### src/rtl/mrcrr_pkg.sv
`default_nettype none
package mrcrr_pkg;

  localparam logic [7:0]  FN_READ_HOLDING = 8'h03;
  localparam logic [7:0]  RESP_BYTE_COUNT = 8'h02;
  localparam logic [15:0] CRC_POLY        = 16'hA001;
  localparam logic [15:0] CRC_INIT        = 16'hFFFF;
  localparam logic [15:0] COUNT_MAX       = 16'hFFFF;

  // configuration register indexes
  localparam logic [2:0] REG_DEVICE_ADDRESS   = 3'd0;
  localparam logic [2:0] REG_RESPONDER_ENABLE = 3'd1;
  localparam logic [2:0] REG_MATCH_REGISTER   = 3'd2;
  localparam logic [2:0] REG_MATCH_QUANTITY   = 3'd3;
  localparam logic [2:0] REG_REPLY_VALUE      = 3'd4;

  // request frame positions
  localparam logic [3:0] POS_ADDR    = 4'd0;
  localparam logic [3:0] POS_FUNC    = 4'd1;
  localparam logic [3:0] POS_REG_HI  = 4'd2;
  localparam logic [3:0] POS_REG_LO  = 4'd3;
  localparam logic [3:0] POS_QTY_HI  = 4'd4;
  localparam logic [3:0] POS_QTY_LO  = 4'd5;
  localparam logic [3:0] POS_CRC_LO  = 4'd6;
  localparam logic [3:0] POS_CRC_HI  = 4'd7;

  // response byte slots
  localparam logic [2:0] TX_ADDR    = 3'd0;
  localparam logic [2:0] TX_FUNC    = 3'd1;
  localparam logic [2:0] TX_COUNT   = 3'd2;
  localparam logic [2:0] TX_VAL_HI  = 3'd3;
  localparam logic [2:0] TX_VAL_LO  = 3'd4;
  localparam logic [2:0] TX_CRC_LO  = 3'd5;
  localparam logic [2:0] TX_CRC_HI  = 3'd6;

  typedef struct packed {
    logic [7:0]  device_address;
    logic        responder_enable;
    logic [15:0] match_register;
    logic [15:0] match_quantity;
    logic [15:0] reply_value;
  } cfg_t;

  function automatic logic [15:0] crc_byte(input logic [15:0] crc_in, input logic [7:0] b);
    logic [15:0] c;
    c = crc_in ^ {8'h00, b};
    for (int i = 0; i < 8; i++) begin
      if (c[0]) begin
        c = (c >> 1) ^ CRC_POLY;
      end else begin
        c = c >> 1;
      end
    end
    return c;
  endfunction

endpackage
`default_nettype wire

### src/rtl/modbus_rtu_check_request_responder.sv
`default_nettype none
// Channel   Direction  Width  Contents
// s_axis    in         8      rx_byte
// m_axis    out        24+1   tx_byte, responses_sent; tlast = last_byte
// cfg       in         3/16   register index, write data
//
// One received byte is taken per cycle while s_tready is high; the parser state advances on the same edge.
// A good frame raises m_tvalid after its last CRC byte is taken, through the start register
// (frame check) and the busy register (response load); its 7 bytes then leave one per cycle
// while m_tready is high. While a response is pending or going out, the last CRC byte of the
// next frame is held off (s_tready low).
// Reset (rst, synchronous) returns the parser to idle, the count to zero and the registers.
module modbus_rtu_check_request_responder (
  input  wire logic        clk,
  input  wire logic        rst,
  input  wire logic        s_tvalid,
  output logic             s_tready,
  input  wire logic [7:0]  s_tdata,    // rx_byte[7:0]
  output logic             m_tvalid,
  input  wire logic        m_tready,
  output logic [23:0]      m_tdata,    // tx_byte[7:0], responses_sent[23:8]
  output logic             m_tlast,    // last_byte
  input  wire logic        cfg_we,
  input  wire logic [2:0]  cfg_index,
  input  wire logic [15:0] cfg_data
);

  mrcrr_pkg::cfg_t cfg;
  logic [3:0]      frame_position;
  logic            start;
  logic            busy;
  logic            in_fire;

  always_ff @(posedge clk) begin
    if (rst) begin
      cfg.device_address   <= 8'd1;
      cfg.responder_enable <= 1'b0;
      cfg.match_register   <= 16'h0080;
      cfg.match_quantity   <= 16'h0001;
      cfg.reply_value      <= 16'h0000;
    end else if (cfg_we) begin
      unique case (cfg_index)
        mrcrr_pkg::REG_DEVICE_ADDRESS:   cfg.device_address   <= cfg_data[7:0];
        mrcrr_pkg::REG_RESPONDER_ENABLE: cfg.responder_enable <= cfg_data[0];
        mrcrr_pkg::REG_MATCH_REGISTER:   cfg.match_register   <= cfg_data;
        mrcrr_pkg::REG_MATCH_QUANTITY:   cfg.match_quantity   <= cfg_data;
        mrcrr_pkg::REG_REPLY_VALUE:      cfg.reply_value      <= cfg_data;
        default: ;
      endcase
    end
  end

  // hold the closing byte until the pending or previous response has left
  assign s_tready = !((busy || start) && frame_position == mrcrr_pkg::POS_CRC_HI);
  assign in_fire  = s_tvalid && s_tready;
  assign m_tvalid = busy;

  mrcrr_parser u_parser (
    .clk            (clk),
    .rst            (rst),
    .cfg            (cfg),
    .in_fire        (in_fire),
    .in_byte        (s_tdata),
    .frame_position (frame_position),
    .start          (start)
  );

  mrcrr_responder u_responder (
    .clk    (clk),
    .rst    (rst),
    .cfg    (cfg),
    .start  (start),
    .busy   (busy),
    .tdata  (m_tdata),
    .tlast  (m_tlast),
    .tready (m_tready)
  );

endmodule
`default_nettype wire

### src/rtl/mrcrr_parser.sv
`default_nettype none
module mrcrr_parser (
  input  wire logic               clk,
  input  wire logic               rst,
  input  wire mrcrr_pkg::cfg_t    cfg,
  input  wire logic               in_fire,
  input  wire logic [7:0]         in_byte,
  output logic [3:0]              frame_position,
  output logic                    start
);

  logic [15:0] running_crc, running_crc_next;
  logic [7:0]  received_crc_low, received_crc_low_next;
  logic [3:0]  frame_position_next;
  logic        start_next;
  logic [7:0]  expect_byte;
  logic        addr_hit;

  assign addr_hit = (in_byte == cfg.device_address);

  always_comb begin
    case (frame_position)
      mrcrr_pkg::POS_FUNC:   expect_byte = mrcrr_pkg::FN_READ_HOLDING;
      mrcrr_pkg::POS_REG_HI: expect_byte = cfg.match_register[15:8];
      mrcrr_pkg::POS_REG_LO: expect_byte = cfg.match_register[7:0];
      mrcrr_pkg::POS_QTY_HI: expect_byte = cfg.match_quantity[15:8];
      default:               expect_byte = cfg.match_quantity[7:0];
    endcase
  end

  always_comb begin
    running_crc_next      = running_crc;
    received_crc_low_next = received_crc_low;
    frame_position_next   = frame_position;
    start_next            = 1'b0;
    if (in_fire) begin
      if (frame_position == mrcrr_pkg::POS_CRC_LO) begin
        received_crc_low_next = in_byte;
        frame_position_next   = mrcrr_pkg::POS_CRC_HI;
      end else if (frame_position == mrcrr_pkg::POS_CRC_HI) begin
        frame_position_next = mrcrr_pkg::POS_ADDR;
        running_crc_next    = mrcrr_pkg::CRC_INIT;
        start_next = cfg.responder_enable && (running_crc == {in_byte, received_crc_low});
      end else if (frame_position != mrcrr_pkg::POS_ADDR && frame_position < mrcrr_pkg::POS_CRC_LO
                   && in_byte == expect_byte) begin
        running_crc_next    = mrcrr_pkg::crc_byte(running_crc, in_byte);
        frame_position_next = frame_position + 4'd1;
      end else if (addr_hit) begin
        // idle, out of range or mismatch: an address byte opens a new frame
        running_crc_next    = mrcrr_pkg::crc_byte(mrcrr_pkg::CRC_INIT, in_byte);
        frame_position_next = mrcrr_pkg::POS_FUNC;
      end else begin
        running_crc_next    = mrcrr_pkg::CRC_INIT;
        frame_position_next = mrcrr_pkg::POS_ADDR;
      end
    end
  end

  always_ff @(posedge clk) begin
    if (rst) begin
      frame_position   <= mrcrr_pkg::POS_ADDR;
      running_crc      <= mrcrr_pkg::CRC_INIT;
      received_crc_low <= 8'h00;
      start            <= 1'b0;
    end else begin
      frame_position   <= frame_position_next;
      running_crc      <= running_crc_next;
      received_crc_low <= received_crc_low_next;
      start            <= start_next;
    end
  end

endmodule
`default_nettype wire

### src/rtl/mrcrr_responder.sv
`default_nettype none
module mrcrr_responder (
  input  wire logic               clk,
  input  wire logic               rst,
  input  wire mrcrr_pkg::cfg_t    cfg,
  input  wire logic               start,
  output logic                    busy,
  output logic [23:0]             tdata,   // tx_byte[7:0], responses_sent[23:8]
  output logic                    tlast,   // last_byte
  input  wire logic               tready
);

  logic [2:0]  slot, slot_next;
  logic [15:0] tx_crc, tx_crc_next;
  logic [15:0] response_counter, response_counter_next;
  logic        busy_next;
  logic [7:0]  tx_byte;
  logic        beat;

  assign beat = busy && tready;

  always_comb begin
    unique case (slot)
      mrcrr_pkg::TX_ADDR:   tx_byte = cfg.device_address;
      mrcrr_pkg::TX_FUNC:   tx_byte = mrcrr_pkg::FN_READ_HOLDING;
      mrcrr_pkg::TX_COUNT:  tx_byte = mrcrr_pkg::RESP_BYTE_COUNT;
      mrcrr_pkg::TX_VAL_HI: tx_byte = cfg.reply_value[15:8];
      mrcrr_pkg::TX_VAL_LO: tx_byte = cfg.reply_value[7:0];
      mrcrr_pkg::TX_CRC_LO: tx_byte = tx_crc[7:0];
      default:              tx_byte = tx_crc[15:8];
    endcase
  end

  assign tdata = {response_counter, tx_byte};
  assign tlast = (slot == mrcrr_pkg::TX_CRC_HI);

  always_comb begin
    slot_next             = slot;
    tx_crc_next           = tx_crc;
    response_counter_next = response_counter;
    busy_next             = busy;
    if (start && !busy) begin
      busy_next   = 1'b1;
      slot_next   = mrcrr_pkg::TX_ADDR;
      tx_crc_next = mrcrr_pkg::CRC_INIT;
      if (response_counter != mrcrr_pkg::COUNT_MAX) begin
        response_counter_next = response_counter + 16'd1;
      end
    end else if (beat) begin
      // fold the address, function, count and value bytes into the CRC as they leave
      if (slot < mrcrr_pkg::TX_CRC_LO) begin
        tx_crc_next = mrcrr_pkg::crc_byte(tx_crc, tx_byte);
      end
      if (slot == mrcrr_pkg::TX_CRC_HI) begin
        busy_next = 1'b0;
      end else begin
        slot_next = slot + 3'd1;
      end
    end
  end

  always_ff @(posedge clk) begin
    if (rst) begin
      busy             <= 1'b0;
      slot             <= mrcrr_pkg::TX_ADDR;
      response_counter <= 16'h0000;
    end else begin
      busy             <= busy_next;
      slot             <= slot_next;
      response_counter <= response_counter_next;
    end
    tx_crc <= tx_crc_next;
  end

endmodule
`default_nettype wire
### config.mk
export PLATFORM = sky130hd
export DESIGN_NAME = modbus_rtu_check_request_responder
export DESIGN_NICKNAME = d
export VERILOG_FILES = /design/src/rtl/mrcrr_pkg.sv /design/src/rtl/modbus_rtu_check_request_responder.sv /design/src/rtl/mrcrr_parser.sv /design/src/rtl/mrcrr_responder.sv
export SDC_FILE = /design/constraint.sdc
export NUM_CORES = 1
export LEC_CHECK = 0
export ABC_CLOCK_PERIOD_IN_PS = 3200
export BUFFER_PORTS_ARGS = -buffer_cell sky130_fd_sc_hd__buf_2
export CAP_MARGIN = 20
export CORE_UTILIZATION = 58
export DETAILED_ROUTE_END_ITERATION = 12
export PLACE_DENSITY = 0.86
export RECOVER_POWER = 100
export SYNTH_ARGS = -nofsm -noshare
export SYNTH_HDL_FRONTEND = slang
export SYNTH_SLANG_ARGS = --single-unit
### constraint.sdc
create_clock -name clk -period 3.2 [get_ports clk]
set_input_delay 0.64 -clock clk [delete_from_list [all_inputs] [get_ports clk]]
set_output_delay 0.64 -clock clk [all_outputs]
set_load 0.01 [all_outputs]
Word level (Yosys, flattened, before mapping)
Cells that the tools add are included.

Register bits: 122. Input port bits: 32. Output and inout bits: 27.

$add $sub $neg: 3. Order comparisons: 2. Eq/ne operators: 20. Multiplexer cells: 120. Bitwise gates (word level): 31. Reductions and logical operators: 28.

Operators with widths (number): $mux 16 (111); $not 2->3 (24); $pmux 8 s6 (1); $pmux 8 s4 (1); $xor 16x8->16 (2); $reduce_and 2->1 (11); $add 16x1->16 const B (1); $eq 16x16->1 (1); $eq 8x8->1 (2); $ne 16x16->1 const B (1); $not 8->16 (1); $eq 3x2->1 const B (4); $eq 3x3->1 const B (4); $eq 4x3->1 const B (3); $mux 4 (3); $eq 4x2->1 const B (2); $logic_and 1x1->1 (7); $eq 3x1->1 const B (2); $logic_not 3->1 (2); $add 4x1->4 const B (1); $eq 4x1->1 const B (1); $lt 4x3->1 const B (1); $mux 1 (4); $not 1->1 (4); 8 further kinds (10).

Logic depth before layout (Yosys ltp)
Gate-level depths: netlist of run 1.

Word-level depth: 55. Depth in mapped cells: 13. Depth with buffers taken out: 10.

By module
A second synthesis of run 1 with hierarchy kept.

Cells, all modules: 766. Area total of the unflattened synthesis: 7026.7 µm².

Modules (own cells, without submodules): mrcrr_parser (instances 1, cells an instance 298, area each 2491.1 µm²); modbus_rtu_check_request_responder (instances 1, cells an instance 215, area each 2342.2 µm²); mrcrr_responder (instances 1, cells an instance 253, area each 2193.4 µm²).

Least setup slack after synthesis of run 1
No wires, ideal clock.

Kind: flip-flop to flip-flop. From: reg u_responder.slot[2]. To: reg u_responder.tx_crc[0]. Arrival: 2860 ps. Setup slack: 212 ps. Stages on the path, launching flop included: 13. Path buffers: 2. Clock period less this slack: 2988 ps. Cells stage by stage: dfxtp_1 clkbuf_1 inv_1 ha_1 clkbuf_1 a222oi_1 and2_1 o22ai_1 xnor2_1 xor2_1 xor3_2 xnor2_1 a21oi_1.

Elaborated cells on any way between the ends: 46.

RTL lines: start, declared (line mrcrr_responder.sv:13) `logic [2:0] slot, slot_next;`; start signal, assigned (line mrcrr_responder.sv:65) `slot <= mrcrr_pkg::TX_ADDR;`; start signal, assigned (line mrcrr_responder.sv:69) `slot <= slot_next;`; $eq 3x3->1 (tied with other cells) (line mrcrr_responder.sv:23) `unique case (slot)`; $pmux 8 s6 * (line mrcrr_responder.sv:23); named net m_tdata[0] (line modbus_rtu_check_request_responder.sv:21) `output logic [23:0] m_tdata,`; $xor 16x8->16 * (line mrcrr_pkg.sv:46) `c = crc_in ^ {8'h00, b};`; $mux 16 * (line mrcrr_pkg.sv:48) `if (c[0]) begin`; $mux 16 * (line mrcrr_responder.sv:51) `if (slot < mrcrr_pkg::TX_CRC_LO) begin`; $mux 16 * (line mrcrr_responder.sv:49) `end else if (beat) begin`; $mux 16 * (line mrcrr_responder.sv:42) `if (start && !busy) begin`; [... 17 more ...]; $mux 16 * (line mrcrr_responder.sv:51); $mux 16 * (line mrcrr_responder.sv:49); $mux 16 * (line mrcrr_responder.sv:42); $mux 16 * (line mrcrr_pkg.sv:48); $mux 16 * (line mrcrr_responder.sv:51); $mux 16 * (line mrcrr_responder.sv:49); $mux 16 * (line mrcrr_responder.sv:42); $mux 16 * (line mrcrr_pkg.sv:48); end signal, assigned (line mrcrr_responder.sv:72) `tx_crc <= tx_crc_next;`; end, declared (line mrcrr_responder.sv:14) `logic [15:0] tx_crc, tx_crc_next;`.

The timed path passes the listed nets; every way through them passes the cells marked *. The select of a mux whose other input is x is not followed. A chain may end at the register's enable or synchronous reset.

Worst setup path in the final report of run 1
From: reg u_parser.frame_position[0]. To: reg u_parser.running_crc[8].

Cells in the longest elaborated chain, start to end: 6. Elaborated cells on any way between the ends: 19.

Ends and longest elaborated chain: start, declared (line mrcrr_parser.sv:8) `output logic [3:0] frame_position,`; start signal, assigned (line mrcrr_parser.sv:61) `frame_position <= mrcrr_pkg::POS_ADDR;`; start signal, assigned (line mrcrr_parser.sv:66) `frame_position <= frame_position_next;`; $eq 4x3->1 (tied with other cells) (line mrcrr_parser.sv:22) `case (frame_position)`; $pmux 8 s4 (line mrcrr_parser.sv:22); $eq 8x8->1 (line mrcrr_parser.sv:45) `&& in_byte == expect_byte) begin`; $logic_and 1x1->1 (line mrcrr_parser.sv:45); $mux 16 (line mrcrr_parser.sv:44) `end else if (frame_position != mrcrr_pkg::POS_ADDR && frame_position < mrcrr_pkg::POS_CRC_LO`; $mux 16 (line mrcrr_parser.sv:40) `end else if (frame_position == mrcrr_pkg::POS_CRC_HI) begin`; end signal, assigned (line mrcrr_parser.sv:62) `running_crc <= mrcrr_pkg::CRC_INIT;`; end signal, assigned (line mrcrr_parser.sv:67) `running_crc <= running_crc_next;`; end, declared (line mrcrr_parser.sv:12) `logic [15:0] running_crc, running_crc_next;`.

Several ways; a longest one is shown, not always the timed one.

==> qor.txt, run 1 <==
status -> finished with violations
violated checks -> max-capacitance violations, max-slew violations
syn_area_per_cell -> 8.24 um2
Fin Clk Skew -> 5.28 ps
Setup crit start -> u_parser.frame_position[0]$_SDFFE_PP0P_
RD Place Congestion -> 0.953
Min-Delay Path Class -> input pin to register
dpl ws -> 70.4 ps
Core Area -> 0.0105 mm2
Final setup viols -> 0
Leakage -> 2.67 nW
worst r2r dst -> u_parser.running_crc[8]$_SDFFE_PP1P_
root buf cell -> clkbuf_8
Yosys warning total -> 0
die span in x -> 107 um
share of cells above drive strength 1 -> 11.8%
die height -> 107 um
nets -> 846
routed wire length -> 16.7 mm
grt ovf -> 0
final count of hold timing violations -> 0
Num CTS Buffers -> 17
arrival time worst endpoint -> 3440 ps
post-detailed-route via-to-cell ratio -> 6.10
placed cell area -> 0.00663 mm2
global-route wire length before repair -> 26.9 mm
number of fill cells in the layout -> 835
mapped cell area -> 0.00635 mm2
Max IR drop VDD -> 0.481 mV
routed len/inst -> 17.6 um
commonest cells in the netlist -> 150 x nand2_1, 122 x dfxtp_1, 71 x a21oi_1, 65 x xnor2_1, 44 x nor2_1
port bufs -> 58
area of the multi-input gates -> 0.00363 mm2
vias in the first global route -> 5580
top-area cell type share of the netlist area -> 38.5%
largest net degree at the start of global routing -> 86
floorplan row count -> 37
CTS clock-pin slew for the worst setup and hold paths -> 60 ps
post-route ant nets -> 0
CP Capture Type -> register
vias post-DR -> 5809
Max Cap Violations -> 1
Cells after Synth -> 771
RSZ-0062 raised after global routing -> false
CP max FO -> 18
Critical Path Start Type -> register
FFs w/ async S/R, synth -> 0%
starting density of the core -> 60.7%
Final TNS setup -> 0 ps
count of different cell masters after synthesis -> 58
crit path kind -> register to register
Yosys reg bits -> 122
Final min period -> 3030 ps
Critical R2R Launch -> u_parser.frame_position[0]$_SDFFE_PP0P_
initial antenna violation count -> 0
1st-iter DRT viols -> 558
critical path required time -> 3610 ps
worst reg2reg setup slack -> 170 ps
final worst-path cycle share -> 94.6%
clk buf depth -> 2
gr usage total -> 30.3%
syn_nets -> 813
Synth area leaders -> dfxtp_1 38%, xnor2_1 9.0%, nand2_1 8.9%
drt drc -> 0
r2r worst-path depth -> 10
setup slack after layout -> 171 ps
most common cell in the netlist -> nand2_1
total power -> 4.07 mW
Top FF cell, synth -> dfxtp_1
CTS tree -> yes
Slew HR -> -10.0%
FF+latch area -> 0.00244 mm2
max-slew violation count -> 86
DP HPWL -> 11.6 mm
post-route cell area -> 0.00725 mm2
I/O Pins -> 59
Pwr Density -> 561 mW/mm2
area delta synth->final -> 14.1%
# clock sinks -> 122
sequential area share after synthesis -> 38.5%
Pre-antenna DRT Iters -> 8
cell taking the most area after synthesis -> dfxtp_1
Slew @ Worst Pin -> 1650 ps
H-tree levels -> 4
number of synthesized flops with an enable pin -> 0
cell count of the worst hold path -> 2
Clk Latency, worst-skew pair -> 530 ps
antenna diode count -> 0
worst hold slack -> 311 ps
DIE AREA -> 0.0114 mm2
Max Freq -> 330 MHz
HP Start -> s_tvalid
Hold Path Sink -> u_parser.frame_position[3]$_SDFFE_PP0P_
## stage by stage
stage / cells / utilization (%)
2_1_floorplan: 771 / -
3_3_place_gp: 921 / 63.4
5_1_grt: 953 / 69.3
4_1_cts: 953 / 69.3
3_5_place_dp: 921 / 63.4
6_report: 953 / 69.3
## worst max-delay path, stage by stage (launching register included)
cell and delay, ps:
dfxtp_1 380, inv_1 100, ha_1 260, or4_4 520
a31oi_1 200, a211oi_1 70, nor4_1 310, and4b_4 310
and2_4 290, a211oi_1 120, o32a_1 340
## logic make-up after synthesis
kind of cell             Yosys count  share of synthesized area, %
multiplexers                      14                          2.21
buffers and inverters             66                          4.63
AND/OR/NAND/NOR                  289                          21.3
AO/OA/AOI/OAI                    176                          18.0
flip-flops                       122                          38.5
adder cells (fa/ha/maj)           10                          1.97
XOR/XNOR                          94                          13.4
## flip-flops by register name, indices dropped and copies added (netlist names)
signal and cells:
cfg 57, u_parser.running_crc 16, u_responder.response_counter 16, u_responder.tx_crc 16, u_parser.received_crc_low 8, u_parser.frame_position 4
u_responder.slot 3, u_parser.start 1, u_responder.busy 1
## worst max-delay path by stage
stage	cells after the start	slack, ps	to
after floorplan	12	210	u_responder.tx_crc[0]$_SDFFE_PP1P_
after global placement	10	330	u_responder.tx_crc[0]$_SDFFE_PP1P_
after detailed placement	10	70	u_responder.tx_crc[0]$_SDFFE_PP1P_
after CTS	8	50	m_tdata[7]
after global routing	10	6	u_responder.tx_crc[0]$_SDFFE_PP1P_
final	10	170	u_parser.running_crc[8]$_SDFFE_PP1P_
## power by group
part	total [mW]	switching, mW	internal, mW
clock	2.00	0.687	1.31
sequential	1.62	0.0475	1.57
combinational	0.453	0.248	0.204
total	4.07	0.983	3.08
## layout make-up
type,count,share of cell area (%)
Multi-Input combinational cell,583,50.2
Tap cell,136,2.35
Inverter,13,0.673
Timing Repair Buffer,67,4.59
Sequential cell,122,33.7
Clock buffer,22,6.25
Clock inverter,10,2.28
## cell usage in the layout, fill, tap and decap left out, types with 6 or more instances in the layout
cell type,netlist,layout
nor2_1,44,44
mux2i_1,14,14
o22a_1,9,9
dfxtp_1,122,122
buf_4,0,8
a21oi_1,71,71
a22oi_1,16,16
clkbuf_16,0,16
clkbuf_1,42,21
buf_2,7,40
a211oi_1,8,8
xor2_1,27,27
o21a_1,6,6
o211ai_1,8,8
a31oi_1,10,10
nand4_1,9,9
nand2_1,150,150
o21ai_0,17,17
and3_1,8,8
xnor2_1,65,65
nand3_1,20,20
or3_1,6,6
nor2b_1,7,6
nor3_1,9,9
inv_1,12,13
ha_1,10,8
a221oi_1,9,8
## repair_timing
action                                  4_1_cts  5_1_grt
buffers inserted                              0        0
gates resized for setup                       0        6
hold buffers                                  0        0
endpoints found under the setup margin        0       12
## layer usage
| metal | vias up | global-route usage (%) | part of all wire, % | wire (um) |
|---|---|---|---|---|
| met5 | - | 0 | 0 | 0 |
| met4 | 0 | 15.5 | 3.5 | 589 |
| met3 | 52 | 5.84 | 6.4 | 1070 |
| met2 | 278 | 51.5 | 49 | 8170 |
| met1 | 2749 | 36.5 | 41 | 6910 |
| li1 | 2730 | - | - | - |
Note: power is estimated with default switching activity, not from simulation.
==> run 2: changes to the inputs <==
--- a/config.mk
+++ b/config.mk
@@ -8,9 +8,13 @@
 export ABC_CLOCK_PERIOD_IN_PS = 3200
 export BUFFER_PORTS_ARGS = -buffer_cell sky130_fd_sc_hd__buf_2
 export CAP_MARGIN = 20
-export CORE_UTILIZATION = 58
+export CELL_PAD_IN_SITES_DETAIL_PLACEMENT = 0
+export CELL_PAD_IN_SITES_GLOBAL_PLACEMENT = 1
+export CORE_MARGIN = 10
+export CORE_UTILIZATION = 46
+export CTS_BUF_LIST = sky130_fd_sc_hd__clkbuf_8
 export DETAILED_ROUTE_END_ITERATION = 12
-export PLACE_DENSITY = 0.86
+export PLACE_DENSITY = 0.9
 export RECOVER_POWER = 100
 export SYNTH_ARGS = -nofsm -noshare
 export SYNTH_HDL_FRONTEND = slang
==> qor.txt, run 2 (synthesis results as in run 1) <==
commonest non-fill, non-tap cell in the layout -> nand2_1
DP HPWL -> 12.2 mm (+4.6%)
Fin Clk Skew -> 8.77 ps (+3.49 ps)
Pwr Density -> 494 mW/mm2 (-12%)
status -> finished clean
Pre-antenna DRT Iters -> 6 (-2)
global-route wire length before repair -> 27.5 mm (+2.3%)
CP max FO -> 16 (-2)
slowest CP cell -> dfxtp_1
worst hold slack -> 378 ps (+67.4 ps)
Max Cap Violations -> 0 (-1)
total power -> 3.51 mW (-14%)
H-tree levels -> 4 (unchanged)
hold_buf cts -> 0 (unchanged)
die height -> 138 um (+29%)
final worst-path cycle share -> 94.0% (-0.61 points)
Biggest register -> cfg
final count of hold timing violations -> 0 (unchanged)
Critical Path Start Type -> register
drt drc -> 0 (unchanged)
CTS clock-pin slew for the worst setup and hold paths -> 70 ps (about the same)
crit path kind -> register to register
largest net degree at the start of global routing -> 73 (-15%)
vias in the first global route -> 5449 (-2.3%)
antenna diode count -> 0 (unchanged)
grt ovf -> 0 (unchanged)
RD Place Congestion -> 0.928 (-2.7%)
floorplan row count -> 42 (+14%)
most frequent cells in the layout -> 150 x nand2_1, 122 x dfxtp_1, 71 x a21oi_1
CP Capture Type -> register
Final Util -> 53.1% (-16 points)
Min-Delay Path Class -> input pin to register
Final min period -> 3010 ps (-19.4 ps)
I/O Pins -> 59 (unchanged)
Slew @ Worst Pin -> 1430 ps (-223 ps)
port bufs -> 58 (unchanged)
share of cells above drive strength 1 -> 11.1% (-0.68 points)
Clk Latency, worst-skew pair -> 450 ps (-80 ps)
Final setup viols -> 0 (unchanged)
# clock sinks -> 122 (unchanged)
DIE AREA -> 0.0189 mm2 (+66%)
Max Freq -> 332 MHz (+0.64%)
starting density of the core -> 47.4% (-13 points)
initial antenna violation count -> 0 (unchanged)
setup slack after layout -> 191 ps (+19.4 ps)
max-slew violation count -> 0 (-100%)
vias post-DR -> 5623 (-3.2%)
routed len/inst -> 16.9 um (-3.9%)
1st-iter DRT viols -> 480 (-14%)
post-route ant nets -> 0 (unchanged)
die span in x -> 138 um (+29%)
Num CTS Buffers -> 17 (unchanged)
routed wire length -> 16.8 mm (+0.67%)
Cell Chain, Critical Path -> inv_1 > ha_1 > buf_4 > nor4_4 > buf_4 > nor3_4 > a211oi_1 > nor4_1 > and4b_4 > and2_4 > a211oi_1 > o32a_1
clk buf depth -> 2 (unchanged)
CTS tree -> yes
critical path required time -> 3530 ps (-80 ps)
Max IR drop VDD -> 0.334 mV (-31%)
max FFs per register -> 57 (unchanged)
Slew HR -> 4.87% (+15 points)
Core Area -> 0.0134 mm2 (+28%)
post-detailed-route via-to-cell ratio -> 5.63 (-7.6%)
Max stage delay on crit path -> 350 ps (-170 ps)
worst reg2reg setup slack -> 190 ps (+20 ps)
area delta synth->final -> 12.0%
dpl ws -> 128 ps (+57.9 ps)
root buf cell -> clkbuf_8
Leakage -> 2.57 nW (-3.6%)
gr usage total -> 18.1% (-12 points)
nets -> 851 (+0.59%)
arrival time worst endpoint -> 3340 ps (-100 ps)
-- run 2: cell count changes in the layout (fill, tap and decap cells not counted), sizes merged --
cell      delta
buf          -7
bufinv       -1
inv          +1
clkbuf      +10
clkinv       +3
clkinvlp     -1
-- run 2: final timing paths --
check | start | endpoint | depth (start not counted)
worst max-delay path | u_parser.frame_position[0]$_SDFFE_PP0P_ | u_parser.running_crc[13]$_SDFFE_PP1P_ | 12
worst min-delay path | s_tvalid | u_parser.frame_position[3]$_SDFFE_PP0P_ | 2
worst max register to register | u_parser.frame_position[0]$_SDFFE_PP0P_ | u_parser.running_crc[13]$_SDFFE_PP1P_ | 12
worst min register to register | cfg[37]$_SDFFE_PP0P_ | cfg[37]$_SDFFE_PP0P_ | 2
-- run 2: critical path, delay by kind of cell (launching register included) --
| kind | cells | cell delay (ps) |
|---|---|---|
| and+or+nand+nor | 5 | 1240 |
| AOI/OAI and AO/OA | 3 | 570 |
| buffers and inverters | 3 | 500 |
| DFF | 1 | 350 |
| adders and majority gates | 1 | 240 |
-- run 2: layer usage --
layer | up-vias | global-route usage [%] | routed length (um)
met2 | 163 | 28.8 | 7950
met3 | 31 | 4.48 | 979
met4 | 0 | 6.91 | 347
met1 | 2684 | 23.1 | 7570
met5 | - | 0 | 0
li1 | 2745 | - | -
-- run 2: final cells by class --
type | count | area, um2
clock buffer | 20 | 275
clock inverter | 12 | 146
multi-input combinational | 583 | 3630
timing repair buffer | 72 | 350
fill | 1312 | 6290
inverter | 13 | 48.8
sequential | 122 | 2440
tap | 176 | 220
-- run 2: repair_timing --
| action | in CTS | in global routing |
|---|---|---|
| resized for setup | 0 | 5 |
| buffers inserted | 0 | 4 |
| endpoints found under the setup margin | 0 | 15 |
-- run 2: where the power goes --
group	internal, mW	total [mW]	switching, mW
Clock	0.827	1.45	0.626
Sequential	1.57	1.61	0.0463
Combinational	0.203	0.443	0.240
-- run 2: metrics by stage --
stage	std cells	area [um2]	setup TNS, ps
after floorplan	771	6350	0
after global placement	962	6690	0
after detailed placement	962	6690	0
after CTS	994	7110	0
after global routing	998	7110	-4.97
final	998	7110	0
==> run 3: changes to the inputs <==
--- a/config.mk
+++ b/config.mk
@@ -10,6 +10,7 @@
 export CAP_MARGIN = 20
 export CELL_PAD_IN_SITES_DETAIL_PLACEMENT = 0
 export CELL_PAD_IN_SITES_GLOBAL_PLACEMENT = 1
+export CORE_ASPECT_RATIO = 2
 export CORE_MARGIN = 10
 export CORE_UTILIZATION = 46
 export CTS_BUF_LIST = sky130_fd_sc_hd__clkbuf_8
==> qor.txt, run 3 (synthesis results as in run 1) <==
placed cell area -> 0.00675 mm2 (+0.84%)
max FFs per register -> 57 (unchanged)
total power -> 3.41 mW (-3.0%)
Critical Path Start Type -> register
final instance count without filler cells -> 993 (-0.50%)
post-detailed-route via-to-cell ratio -> 5.82 (+3.3%)
nets -> 868 (+2.0%)
antenna diode count -> 0 (unchanged)
largest net degree at the start of global routing -> 56 (-23%)
Critical R2R Launch -> u_parser.frame_position[0]$_SDFFE_PP0P_
post-route ant nets -> 0 (unchanged)
Leakage -> 2.62 nW (+1.8%)
initial antenna violation count -> 0 (unchanged)
Setup crit start -> u_parser.frame_position[0]$_SDFFE_PP0P_
Min-Delay Path Class -> input pin to register
Final TNS setup -> 0 ps (unchanged)
Num CTS Buffers -> 17 (unchanged)
routed len/inst -> 18.7 um (+11%)
Fin Clk Skew -> 16.3 ps (+7.50 ps)
crit path kind -> register to register
number of fill cells in the layout -> 1329 (+1.3%)
CP max FO -> 12 (-4)
Final setup viols -> 0 (unchanged)
hold_buf cts -> 0 (unchanged)
max-slew violation count -> 44 (+44)
vias in the first global route -> 5871 (+7.7%)
RSZ-0062 raised after global routing -> false
Pwr Density -> 475 mW/mm2 (-3.9%)
Final min period -> 3070 ps (+63.4 ps)
critical path required time -> 3530 ps (about the same)
CTS tree -> yes
DP HPWL -> 14.0 mm (+15%)
CP Capture Type -> register
Core Area -> 0.0135 mm2 (+0.84%)
combinational fraction of design power -> 13.9% (+1.3 points)
H-tree levels -> 4 (unchanged)
drt drc -> 0 (unchanged)
Max Cap Violations -> 1 (+1)
routed wire length -> 18.6 mm (+10%)
most frequent cells in the layout -> 150 x nand2_1, 120 x dfxtp_1, 70 x a21oi_1
clk buf depth -> 2 (unchanged)
Clock Power Share -> 38.6% (-2.8 points)
end point of the critical path -> u_parser.frame_position[2]$_SDFFE_PP0P_
worst reg2reg setup slack -> 130 ps (-60 ps)
floorplan row count -> 60 (+43%)
final count of hold timing violations -> 0 (unchanged)
arrival time worst endpoint -> 3400 ps (+60 ps)
global-route wire length before repair -> 29.8 mm (+8.2%)
Max IR drop VDD -> 0.335 mV (+0.50%)
DIE AREA -> 0.0192 mm2 (+1.5%)
starting density of the core -> 47.0% (-0.39 points)
die span in x -> 103 um (-25%)
status -> finished with violations
setup slack after layout -> 127 ps (-63.4 ps)
commonest non-fill, non-tap cell in the layout -> nand2_1
# clock sinks -> 122 (unchanged)
FF+latch area -> 0.00244 mm2 (+0.10%)
Final Util -> 53.1% (about the same)
share of cells above drive strength 1 -> 13.0% (+1.9 points)
gr usage total -> 20.0% (+1.9 points)
area of the multi-input gates -> 0.00365 mm2 (+0.62%)
sequential share of power -> 47.5% (+1.5 points)
area delta synth->final -> 13.0%
internal power of the cells -> 2.41 mW (-7.3%)
P_sw -> 0.998 mW (+9.4%)
1st-iter DRT viols -> 296 (-38%)
port bufs -> 58 (unchanged)
Biggest register -> cfg
post-route cell area -> 0.00718 mm2 (+0.91%)
final worst-path cycle share -> 96.0% (+2.0 points)
violated checks -> max-capacitance violations, max-slew violations
Pre-antenna DRT Iters -> 7 (+1)
Max Freq -> 325 MHz (-2.1%)
Placed Cells incl. Taps -> 952 (-1.0%)
Switching Share -> 29.3% (+3.3 points)
dpl ws -> -194 ps (-322 ps)
worst r2r dst -> u_parser.frame_position[2]$_SDFFE_PP0P_
worst hold slack -> 410 ps (+31.7 ps)
die height -> 186 um (+35%)
Slew @ Worst Pin -> 1890 ps (+462 ps)
CTS clock-pin slew for the worst setup and hold paths -> 90 ps (+20 ps)
r2r worst-path depth -> 12 (unchanged)
vias post-DR -> 5780 (+2.8%)
I/O Pins -> 59 (unchanged)
grt ovf -> 0 (unchanged)
root buf cell -> clkbuf_8
Slew HR -> -25.9% (-31 points)
RD Place Congestion -> 0.917 (-1.1%)
Clk Latency, worst-skew pair -> 450 ps (about the same)
-- run 3: cell types whose count changed in the layout (fill, tap and decap cells not counted), sizes merged --
cell	previous run	this run
buf	41	50
bufinv	3	1
clkinv	5	3
inv	15	20
clkbuf	51	56
clkinvlp	2	3
-- run 3: worst min path at each step --
stage / start / endpoint / slack (ps) / cells after the start
floorplan: cfg[48]$_SDFFE_PP0P_ / u_parser.start$_SDFF_PP0_ / 430 / 2
global placement: cfg[34]$_SDFFE_PP0P_ / cfg[34]$_SDFFE_PP0P_ / 440 / 2
detailed placement: cfg[38]$_SDFFE_PP0P_ / cfg[38]$_SDFFE_PP0P_ / 450 / 2
CTS: m_tready / u_responder.busy$_SDFFE_PP0P_ / 400 / 2
global route: m_tready / u_responder.busy$_SDFFE_PP0P_ / 410 / 2
finish: m_tready / u_responder.busy$_SDFFE_PP0P_ / 410 / 2
-- run 3: timing repair --
action	CTS	global route
setup buffers	4	6
gates cloned	0	0
setup endpoints to repair	12	19
gates resized for setup	2	7
pin swaps	1	6
-- run 3: worst max-delay path, stage by stage, from the launching register on --
cell,delay (ps)
dfxtp_2,370
inv_1,70
ha_1,220
or4_4,490
buf_4,160
a31oi_1,160
a211oi_1,70
nor4_1,320
and4b_4,350
and2_4,240
clkbuf_1,150
nand4b_1,110
a21oi_1,230
-- run 3: power groups by stage --
stage	registers [mW]	clock network, mW	logic [mW]
2_1_floorplan	1.63	0	0.344
6_report	1.62	1.32	0.473
5_1_grt	1.62	1.40	0.514
3_3_place_gp	1.65	0	0.446
3_5_place_dp	1.65	0	0.461
4_1_cts	1.62	1.34	0.464
-- run 3: area by class of cell --
class	count	share of cell area [%]
inverters	13	0.680
clock buffers	17	3.26
well taps	155	2.70
multi-input cells	583	50.9
repair buffers	89	6.52
clock inverters	14	1.90
flip-flops and latches	122	34.1
-- run 3: routing by layer --
layer	routed length [um]	track usage, %	vias to the layer above
li1	-	-	2777
met1	6730	19.4	2728
met2	9880	36.3	203
met3	941	4.03	72
met4	1030	13.5	0
met5	0	0	-
